==> src/hw/rtl/epm_pkg.sv <==
// shared constants and types for the exact pattern matcher
package epm_pkg;

    localparam int MAX_PATTERN = 64;
    localparam int IDX_W       = (MAX_PATTERN > 1) ? $clog2(MAX_PATTERN) : 1;
    localparam int LEN_W       = 7;
    localparam int PIDX_W      = 6;
    localparam int BYTE_W      = 8;
    localparam int COUNT_W     = 32;
    localparam int ADDR_W      = ((IDX_W > PIDX_W) ? IDX_W : PIDX_W) + 1;
    localparam int CMP_W       = ((IDX_W > LEN_W) ? IDX_W : LEN_W) + 1;

    typedef enum logic [1:0] {
        ACT_LOAD = 2'd0,
        ACT_TEXT = 2'd1,
        ACT_NEW  = 2'd2,
        ACT_NONE = 2'd3
    } t_action;

    typedef struct packed {
        logic              win_shift;
        logic              pat_rot;
        logic [BYTE_W-1:0] data;
    } t_cell_ctl;

endpackage

==> src/hw/rtl/epm_cell.sv <==
// one matcher cell: a window byte, a pattern byte and their compare
module epm_cell (
    input  logic                        i_clk,
    input  logic                        i_rst_n,
    input  epm_pkg::t_cell_ctl          i_ctl,
    input  logic                        i_load,
    input  logic                        i_active,
    input  logic [epm_pkg::BYTE_W-1:0]  i_win_prev,
    input  logic [epm_pkg::BYTE_W-1:0]  i_pat_prev,
    output logic [epm_pkg::BYTE_W-1:0]  o_win,
    output logic [epm_pkg::BYTE_W-1:0]  o_pat,
    output logic                        o_hit
);
    import epm_pkg::*;

    logic [BYTE_W-1:0] r_win;
    logic [BYTE_W-1:0] r_pat;

    // window shifts toward higher cells, newest byte in cell 0
    always_ff @(posedge i_clk) begin
        if (!i_rst_n) begin
            r_win <= '0;
        end else if (i_ctl.win_shift) begin
            r_win <= i_win_prev;
        end
    end

    // pattern ring rotates by one cell, or takes a loaded byte
    always_ff @(posedge i_clk) begin
        if (i_ctl.pat_rot) begin
            r_pat <= i_pat_prev;
        end else if (i_load) begin
            r_pat <= i_ctl.data;
        end
    end

    assign o_win = r_win;
    assign o_pat = r_pat;
    assign o_hit = !i_active || (r_win == r_pat);

endmodule

==> src/hw/rtl/exact_pattern_matcher.sv <==
// exact byte-pattern matcher top level: cell chain, text counter and result stages
//
// Input channel: one word per accepted item (action, pattern_index, data_byte),
// taken when i_in_valid is high and o_in_stall is low. A load writes one pattern
// byte, a text byte shifts into the window, a new-text action clears the count.
// Every item gives exactly one result word on the output channel, taken when
// o_out_valid is high and i_out_stall is low.
// An item goes from acceptance through the compare stage and the output register to
// o_out_valid. Throughput is one item per cycle while no stall or rotation holds it.
// A stalled receiver holds the output register; one more item is taken into the
// compare stage, then o_in_stall rises until the output moves.
// pattern_length is written on the cfg channel (always ready). After a write the
// pattern ring rotates one cell per cycle to the new alignment, with o_in_stall
// high. Reset sets the length to 1, clears the window and count and empties
// both stages; reset needs no clearing pass.
module exact_pattern_matcher (
    input  logic                         i_clk,
    input  logic                         i_rst_n,
    input  logic                         i_in_valid,
    output logic                         o_in_stall,
    input  logic [1:0]                   i_action,
    input  logic [epm_pkg::PIDX_W-1:0]   i_pattern_index,
    input  logic [epm_pkg::BYTE_W-1:0]   i_data_byte,
    output logic                         o_out_valid,
    input  logic                         i_out_stall,
    output logic                         o_match_found,
    output logic [epm_pkg::COUNT_W-1:0]  o_match_start,
    output logic                         o_position_overflow,
    input  logic                         i_cfg_valid,
    output logic                         o_cfg_ready,
    input  logic [epm_pkg::LEN_W-1:0]    i_cfg_data
);
    import epm_pkg::*;

    localparam logic [COUNT_W-1:0] COUNT_MAX = '1;

    logic [LEN_W-1:0]   r_len;
    logic [LEN_W-1:0]   len_eff;
    logic [IDX_W-1:0]   rot_tgt;
    logic [IDX_W-1:0]   r_rot;
    logic               busy;
    logic [COUNT_W-1:0] r_count;
    logic [COUNT_W-1:0] n_count;
    logic               in_acc;
    logic               s1_adv;
    logic               cfg_acc;
    logic               is_text;
    logic               is_load;
    logic [ADDR_W-1:0]  ld_sum;
    logic [ADDR_W-1:0]  ld_addr;
    logic               ld_ok;
    t_cell_ctl          ctl;
    logic [BYTE_W-1:0]  win [MAX_PATTERN];
    logic [BYTE_W-1:0]  pat [MAX_PATTERN];
    logic [MAX_PATTERN-1:0] hit;
    logic [MAX_PATTERN-1:0] load_sel;
    logic [MAX_PATTERN-1:0] active;

    logic               r_s1_valid;
    logic               r_s1_text;
    logic               r_s1_gate;
    logic               r_s1_ovf;
    logic [COUNT_W-1:0] r_s1_start;
    logic               r_out_valid;
    logic               r_out_found;
    logic [COUNT_W-1:0] r_out_start;
    logic               r_out_ovf;
    logic               found;

    always_comb begin
        len_eff = r_len;
        if (r_len == '0) begin
            len_eff = LEN_W'(1);
        end else if (CMP_W'(r_len) > CMP_W'(MAX_PATTERN)) begin
            len_eff = LEN_W'(MAX_PATTERN);
        end
    end

    assign rot_tgt = IDX_W'(len_eff - LEN_W'(1));
    assign busy    = (r_rot != rot_tgt);
    assign s1_adv  = !r_out_valid || !i_out_stall;
    assign o_in_stall = busy || (r_s1_valid && !s1_adv);
    assign in_acc  = i_in_valid && !o_in_stall;
    assign o_cfg_ready = 1'b1;
    assign cfg_acc = i_cfg_valid && o_cfg_ready;
    assign is_text = (i_action == ACT_TEXT);
    assign is_load = (i_action == ACT_LOAD);

    always_ff @(posedge i_clk) begin
        if (!i_rst_n) begin
            r_len <= LEN_W'(1);
        end else if (cfg_acc) begin
            r_len <= i_cfg_data;
        end
    end

    // ring offset: cell j holds pattern byte (r_rot - j) mod depth
    always_ff @(posedge i_clk) begin
        if (!i_rst_n) begin
            r_rot <= '0;
        end else if (busy) begin
            r_rot <= (ADDR_W'(r_rot) == ADDR_W'(MAX_PATTERN - 1)) ? '0 : r_rot + IDX_W'(1);
        end
    end

    // load slot address in the rotated ring
    assign ld_sum  = ADDR_W'(r_rot) + ADDR_W'(MAX_PATTERN) - ADDR_W'(i_pattern_index);
    assign ld_addr = (ld_sum >= ADDR_W'(MAX_PATTERN)) ? ld_sum - ADDR_W'(MAX_PATTERN) : ld_sum;
    assign ld_ok   = in_acc && is_load && (ADDR_W'(i_pattern_index) < ADDR_W'(MAX_PATTERN));

    always_comb begin
        ctl.win_shift = in_acc && is_text;
        ctl.pat_rot   = busy;
        ctl.data      = i_data_byte;
    end

    for (genvar j = 0; j < MAX_PATTERN; j++) begin : g_cell
        assign load_sel[j] = ld_ok && (ld_addr == ADDR_W'(j));
        assign active[j]   = (CMP_W'(j) < CMP_W'(len_eff));

        epm_cell u_cell (
            .i_clk      (i_clk),
            .i_rst_n    (i_rst_n),
            .i_ctl      (ctl),
            .i_load     (load_sel[j]),
            .i_active   (active[j]),
            .i_win_prev ((j == 0) ? i_data_byte : win[(j + MAX_PATTERN - 1) % MAX_PATTERN]),
            .i_pat_prev (pat[(j + MAX_PATTERN - 1) % MAX_PATTERN]),
            .o_win      (win[j]),
            .o_pat      (pat[j]),
            .o_hit      (hit[j])
        );
    end

    always_comb begin
        n_count = r_count;
        unique case (i_action)
            ACT_TEXT: begin
                if (r_count != COUNT_MAX) begin
                    n_count = r_count + COUNT_W'(1);
                end
            end
            ACT_NEW:  n_count = '0;
            default:  n_count = r_count;
        endcase
    end

    always_ff @(posedge i_clk) begin
        if (!i_rst_n) begin
            r_count <= '0;
        end else if (in_acc) begin
            r_count <= n_count;
        end
    end

    // compare stage: window and ring are settled when the item arrives here
    always_ff @(posedge i_clk) begin
        if (!i_rst_n) begin
            r_s1_valid <= 1'b0;
        end else if (in_acc) begin
            r_s1_valid <= 1'b1;
        end else if (s1_adv) begin
            r_s1_valid <= 1'b0;
        end
    end

    always_ff @(posedge i_clk) begin
        if (in_acc) begin
            r_s1_text  <= is_text;
            r_s1_gate  <= (n_count >= COUNT_W'(len_eff));
            r_s1_ovf   <= (n_count == COUNT_MAX);
            r_s1_start <= r_count - COUNT_W'(len_eff - LEN_W'(1));
        end
    end

    assign found = r_s1_text && r_s1_gate && (&hit);

    always_ff @(posedge i_clk) begin
        if (!i_rst_n) begin
            r_out_valid <= 1'b0;
        end else if (s1_adv) begin
            r_out_valid <= r_s1_valid;
        end
    end

    always_ff @(posedge i_clk) begin
        if (s1_adv && r_s1_valid) begin
            r_out_found <= found;
            r_out_start <= found ? r_s1_start : '0;
            r_out_ovf   <= r_s1_ovf;
        end
    end

    assign o_out_valid         = r_out_valid;
    assign o_match_found       = r_out_found;
    assign o_match_start       = r_out_start;
    assign o_position_overflow = r_out_ovf;

    a_no_accept_while_rotating: assert property (
        @(posedge i_clk) disable iff (!i_rst_n) in_acc |-> (r_rot == rot_tgt)
    ) else $error("item accepted while pattern ring misaligned");

    a_no_overrun: assert property (
        @(posedge i_clk) disable iff (!i_rst_n) (r_s1_valid && !s1_adv) |-> !in_acc
    ) else $error("compare stage overwritten while blocked");

    a_count_sticks: assert property (
        @(posedge i_clk) disable iff (!i_rst_n)
        (r_count == COUNT_MAX && !(in_acc && i_action == ACT_NEW)) |=> (r_count == COUNT_MAX)
    ) else $error("saturated text count moved without new text");

    a_cfg_write: assert property (
        @(posedge i_clk) disable iff (!i_rst_n) cfg_acc |=> (r_len == $past(i_cfg_data))
    ) else $error("pattern length not taken");

endmodule
==> config.mk <==
export PLATFORM = sky130hd
export DESIGN_NAME = exact_pattern_matcher
export DESIGN_NICKNAME = d
export VERILOG_FILES = /design/src/hw/rtl/epm_pkg.sv /design/src/hw/rtl/epm_cell.sv /design/src/hw/rtl/exact_pattern_matcher.sv
export SDC_FILE = /design/constraint.sdc
export NUM_CORES = 2
export LEC_CHECK = 0
export ABC_AREA = 1
export BUFFER_PORTS_ARGS = -buffer_cell sky130_fd_sc_hd__buf_2
export CAP_MARGIN = 20
export CORE_UTILIZATION = 42
export CTS_BUF_LIST = sky130_fd_sc_hd__clkbuf_4 sky130_fd_sc_hd__clkbuf_8
export DETAILED_ROUTE_END_ITERATION = 7
export GPL_TIMING_DRIVEN = 0
export HOLD_SLACK_MARGIN = 0.08
export PLACE_DENSITY_LB_ADDON = 0.05
export SLEW_MARGIN = 25
export SYNTH_ARGS = -nofsm -noshare
export SYNTH_HDL_FRONTEND = slang
export SYNTH_HIERARCHICAL = 1
export SYNTH_SLANG_ARGS = --single-unit
==> constraint.sdc <==
create_clock -name i_clk -period 12.8 [get_ports i_clk]
set_input_delay 2.56 -clock i_clk [delete_from_list [all_inputs] [get_ports i_clk]]
set_output_delay 2.56 -clock i_clk [all_outputs]
set_load 0.01 [all_outputs]
==> out/summary.json <==
{
  "result_of_the_run": {"value": "completed"},
  "vias_per_cell": {"value": 4.86},
  "cts_tree": {"value": "built"},
  "worst-endpoint-required": {"value": 10.24, "unit": "ns"},
  "netlist.area_leader.share": {"value": 30.0, "unit": "%"},
  "clk_latency": {"value": 0.94, "unit": "ns"},
  "finalInstanceArea": {"value": 66100, "unit": "um^2"},
  "setup_tns": {"value": 0, "unit": "ns"},
  "final.fill_count": {"value": 13647},
  "synth_simple_gate_area_share": {"value": 27.7, "unit": "%"},
  "drt_first_pass_iters": {"value": 6},
  "row_count": {"value": 136},
  "clock_tree.buffer_depth": {"value": 3},
  "worst_hold_startpoint": {"value": "r_s1_ovf"},
  "grt_pass1_vias": {"value": 45484},
  "layout_overhead_on_the_synthesized_area": {"value": 13.8, "unit": "%"},
  "synth-compound-area-share": {"value": 9.35, "unit": "%"},
  "htree_num_levels": {"value": 4},
  "holdWs": {"value": 0.421, "unit": "ns"},
  "cellInternalPower": {"value": 8270, "unit": "uW"},
  "worst_pin_slew": {"value": 1.21, "unit": "ns"},
  "tritoncts.num_buffers": {"value": 205},
  "regArea": {"value": 28600, "unit": "um^2"},
  "grt_use_total": {"value": 24.1, "unit": "%"},
  "syn_area": {"value": 58100, "unit": "um^2"},
  "grt_first_pass_wirelength": {"value": 262000, "unit": "um"},
  "reg2reg_depth": {"value": 22},
  "timing.final.crit_share": {"value": 53.6, "unit": "%"},
  "timing.rr.start": {"value": "r_len[3]"},
  "cells_after_synth": {"value": 7606},
  "reg2reg_setup_slack": {"value": 7.97, "unit": "ns"},
  "async_s_r_ff_share_synth": {"value": 0, "unit": "%"},
  "initial_core_utilization": {"value": 42.3, "unit": "%"},
  "die_w": {"value": 374, "unit": "um"},
  "p_leak": {"value": 0.0310, "unit": "uW"},
  "ys_dominant_reg_cell": {"value": "sky130_fd_sc_hd__edfxtp_1"},
  "critical_path_arrival": {"value": 4.31, "unit": "ns"},
  "place.detailed.hpwl": {"value": 120000, "unit": "um"},
  "drt_drc_violations_left": {"value": 0},
  "chipHeight": {"value": 374, "unit": "um"},
  "worst-path-buf-inv": {"value": 2},
  "final_util": {"value": 48.2, "unit": "%"},
  "netlist.top_cell.by_area": {"value": "sky130_fd_sc_hd__edfxtp_1"},
  "rsz_0062_raised_after_global_routing": {"value": "false"},
  "core_region_area": {"value": 137000, "unit": "um^2"},
  "sequential_element_share_of_the_synthesized_area": {"value": 49.3, "unit": "%"},
  "crit_chain": {"value": "nor2_2 -> nand3_2 -> o21ai_4 -> nor2_2 -> nand2_2 -> nand2_2 -> nand2_1 -> nand3_2 -> nor2_4 -> nand2_4 -> inv_1 -> nand2_1 -> buf_2"},
  "worstSetupEndpointType": {"value": "output port"},
  "crit_path_start": {"value": "r_len[3]"},
  "post_cts_resized": {"value": 0},
  "wire_per_inst": {"value": 17.1, "unit": "um"},
  "switching_power": {"value": 4010, "unit": "uW"},
  "switching_share": {"value": 32.7, "unit": "%"},
  "final.min_clock_period": {"value": 6.87, "unit": "ns"},
  "overflow": {"value": 0},
  "critPathCapture": {"value": "o_in_stall"},
  "relSlewSlack": {"value": 18.4, "unit": "%"},
  "postSynthRegisterBits": {"value": 1140},
  "dominant_combinational_cell_family_by_area_after_synthesis": {"value": "simple AND/OR/NAND/NOR gates"},
  "ys_types": {"value": 49},
  "fin_skew": {"value": 0.0378, "unit": "ns"},
  "route.antenna.remaining_nets": {"value": 0},
  "yosys-top-cells-area": {"value": "sky130_fd_sc_hd__edfxtp_1, sky130_fd_sc_hd__nand2_1, sky130_fd_sc_hd__dfxtp_1"},
  "synth_mux_area_share": {"value": 0, "unit": "%"},
  "cap_violations": {"value": 0},
  "drive_gt1_share": {"value": 10.4, "unit": "%"},
  "num_io_pins": {"value": 65},
  "via_count": {"value": 48225},
  "grt_antenna_before_repair": {"value": 9},
  "vdd_ir_drop_max": {"value": 98.4, "unit": "uV"},
  "critical_path.startpoint_type": {"value": "register"},
  "dieArea": {"value": 140000, "unit": "um^2"},
  "numClockSinks": {"value": 1140},
  "gp_congestion": {"value": 0.873},
  "detailedRoute.firstIterationViolations": {"value": 3605},
  "fin_nets": {"value": 8012},
  "port_buffers": {"value": 63},
  "yosys_warnings": {"value": 6},
  "min-delay-path-class": {"value": "reg2reg"},
  "synth_xor_area_share": {"value": 4.33, "unit": "%"},
  "synth_enable_flop_cells": {"value": 581},
  "seq_power_share": {"value": 47.4, "unit": "%"},
  "postSynthAreaPerCell": {"value": 7.64, "unit": "um^2"},
  "timing.critical_path.max_delay_family": {"value": "simple AND/OR/NAND/NOR gates"},
  "powerDensity": {"value": 186, "unit": "nW/um^2"},
  "grt_max_degree": {"value": 113},
  "multi_input_area": {"value": 24800, "unit": "um^2"},
  "register_clock_pin_slew_on_the_reported_worst_setup_and_hold_paths": {"value": 0.06, "unit": "ns"},
  "cts.root.buffer_cell": {"value": "sky130_fd_sc_hd__clkbuf_8"},
  "drt-total-wl": {"value": 170000, "unit": "um"},
  "crit-reg2reg-capture": {"value": "g_cell[45].u_cell/o_win[0]"},
  "placed_area": {"value": 61700, "unit": "um^2"},
  "cp_slowest_cell": {"value": "sky130_fd_sc_hd__nor2_2"},
  "hold_violations": {"value": 0},
  "power_frac_comb": {"value": 22.6, "unit": "%"},
  "timing.critical_path.slowest_cell_delay": {"value": 0.59, "unit": "ns"},
  "timing_worst_setup_path_type": {"value": "reg2out"},
  "total_number_of_cells_along_the_worst_setup_path": {"value": 13},
  "report.final.setup_viol": {"value": 0},
  "pwr-share-clk": {"value": 29.9, "unit": "%"},
  "fmax": {"value": 0.146, "unit": "GHz"},
  "path_max_fanout": {"value": 26},
  "yosys.area_share.adder": {"value": 1.10, "unit": "%"},
  "post_cts_setup_buffers": {"value": 0},
  "report.final.slew_viol_count": {"value": 0},
  "holdBufCountCts": {"value": 0}
}
[state kept, by name (all words and copies together), names as in the netlist]
signal / flops
o_match_start: 32
r_rot: 6
o_match_found: 1
r_s1_ovf: 1
r_s1_text: 1
r_s1_gate: 1
o_out_valid: 1
o_position_overflow: 1
r_s1_start: 32
r_count: 32
r_s1_valid: 1
r_len: 7
g_cell.u_cell/o_win: 512
g_cell.u_cell/o_pat: 512
[worst reg2reg max path: stages, from the launching register on]
cell	delay (ns)
sky130_fd_sc_hd__dfxtp_1	0.41
sky130_fd_sc_hd__nor2_2	0.20
sky130_fd_sc_hd__nand3_2	0.11
sky130_fd_sc_hd__o21ai_4	0.31
sky130_fd_sc_hd__inv_2	0.12
sky130_fd_sc_hd__ha_1	0.26
sky130_fd_sc_hd__xor2_1	0.44
sky130_fd_sc_hd__xor2_1	0.19
sky130_fd_sc_hd__nand2_1	0.10
sky130_fd_sc_hd__a21oi_4	0.20
sky130_fd_sc_hd__nand4_4	0.18
sky130_fd_sc_hd__buf_4	0.23
sky130_fd_sc_hd__buf_2	0.23
sky130_fd_sc_hd__nor2_4	0.21
sky130_fd_sc_hd__buf_12	0.21
sky130_fd_sc_hd__buf_16	0.21
sky130_fd_sc_hd__buf_16	0.18
sky130_fd_sc_hd__buf_16	0.20
sky130_fd_sc_hd__buf_12	0.21
sky130_fd_sc_hd__inv_2	0.08
sky130_fd_sc_hd__buf_6	0.14
sky130_fd_sc_hd__o21ai_1	0.23
sky130_fd_sc_hd__a21oi_1	0.06
[worst min path at each step]
| stage | endpoint | depth (start not counted) |
|---|---|---|
| 2_1_floorplan | o_position_overflow | 0 |
| 3_3_place_gp | o_position_overflow | 0 |
| 3_5_place_dp | o_position_overflow | 0 |
| 4_1_cts | o_position_overflow | 0 |
| 5_1_grt | o_position_overflow | 0 |
| 6_report | o_position_overflow | 0 |
[layout make-up]
type                            count  share of cell area, %
Multi-Input combinational cell   5483                   37.5
Antenna cell                        6                 0.0227
Sequential cell                  1140                   43.3
Inverter                          842                   4.78
Clock buffer                      342                   6.19
Buffer                            167                   2.47
Tap cell                         1794                   3.39
Timing Repair Buffer               95                   1.79
Clock inverter                     47                  0.520
[cell usage after synthesis, types with 3 or more instances]
| cell type | instances |
|---|---|
| sky130_fd_sc_hd__buf_2 | 7 |
| sky130_fd_sc_hd__nand3_1 | 82 |
| sky130_fd_sc_hd__nand3b_1 | 3 |
| sky130_fd_sc_hd__xor2_1 | 27 |
| sky130_fd_sc_hd__a211oi_1 | 10 |
| sky130_fd_sc_hd__xnor2_1 | 260 |
| sky130_fd_sc_hd__o21a_1 | 6 |
| sky130_fd_sc_hd__o21ai_0 | 478 |
| sky130_fd_sc_hd__nor4_1 | 6 |
| sky130_fd_sc_hd__buf_4 | 3 |
| sky130_fd_sc_hd__edfxtp_1 | 581 |
| sky130_fd_sc_hd__ha_1 | 48 |
| sky130_fd_sc_hd__inv_2 | 69 |
| sky130_fd_sc_hd__nor2_1 | 859 |
| sky130_fd_sc_hd__nand4_1 | 37 |
| sky130_fd_sc_hd__inv_1 | 773 |
| sky130_fd_sc_hd__nand2_2 | 4 |
| sky130_fd_sc_hd__nor3_1 | 34 |
| sky130_fd_sc_hd__clkbuf_1 | 19 |
| sky130_fd_sc_hd__dfxtp_1 | 559 |
| sky130_fd_sc_hd__buf_6 | 129 |
| sky130_fd_sc_hd__buf_1 | 8 |
| sky130_fd_sc_hd__or2_2 | 65 |
| sky130_fd_sc_hd__nand4_4 | 10 |
| sky130_fd_sc_hd__o21ai_1 | 67 |
| sky130_fd_sc_hd__o21ai_2 | 64 |
| sky130_fd_sc_hd__nand2_1 | 2984 |
| sky130_fd_sc_hd__a21oi_1 | 374 |
| sky130_fd_sc_hd__nor2_2 | 13 |
| sky130_fd_sc_hd__a31oi_1 | 4 |
[cell families after synthesis]
| logic type | count (synthesis) |
|---|---|
| buf+inv | 1009 |
| simple gates | 4103 |
| fa+ha+maj | 50 |
| xor+xnor | 287 |
| compound gates | 1016 |
| flops | 1140 |
| other cells | 1 |
[placed cells by master (no fill, tap or decap), types with 30 or more instances in the layout]
cell,instances
sky130_fd_sc_hd__inv_2,69
sky130_fd_sc_hd__o21ai_2,65
sky130_fd_sc_hd__dfxtp_1,559
sky130_fd_sc_hd__or2_2,65
sky130_fd_sc_hd__nand2_1,2983
sky130_fd_sc_hd__buf_2,60
sky130_fd_sc_hd__edfxtp_1,581
sky130_fd_sc_hd__a21oi_1,374
sky130_fd_sc_hd__nand4_1,37
sky130_fd_sc_hd__buf_6,137
sky130_fd_sc_hd__clkbuf_8,244
sky130_fd_sc_hd__nor3_1,30
sky130_fd_sc_hd__o21ai_0,478
sky130_fd_sc_hd__xnor2_1,260
sky130_fd_sc_hd__clkbuf_4,98
sky130_fd_sc_hd__nor2_1,857
sky130_fd_sc_hd__o21ai_1,66
sky130_fd_sc_hd__nand3_1,82
sky130_fd_sc_hd__ha_1,48
sky130_fd_sc_hd__inv_1,773
[power groups by stage]
stage / clock, uW / sequential, uW / combinational [uW]
5_1_grt: 3940 / 5920 / 3240
2_1_floorplan: 0 / 5550 / 2180
4_1_cts: 3770 / 5820 / 2800
3_3_place_gp: 0 / 5880 / 2770
6_report: 3670 / 5820 / 2780
3_5_place_dp: 0 / 5860 / 2770
[metal layers]
metal  track usage (%)  wire length, um  part of all wire (%)  up-vias
met4              8.26             5110                   3.0        2
li1                  -                -                     -    24728
met1              33.3            79500                    47    21928
met2              37.6            74400                    44     1258
met3              4.70            11000                   6.5      309
met5                 0               13                0.0076        -
[through the flow]
step,setup WS (ns),cells,total power [uW]
3_5_place_dp,6.43,9521,8630
6_report,5.93,9916,12300
5_1_grt,5.68,9913,13100
3_3_place_gp,-4.00,9489,8650
2_1_floorplan,2.95,7632,7730
4_1_cts,5.81,9910,12400
Note: power is estimated with default switching activity, not from simulation.
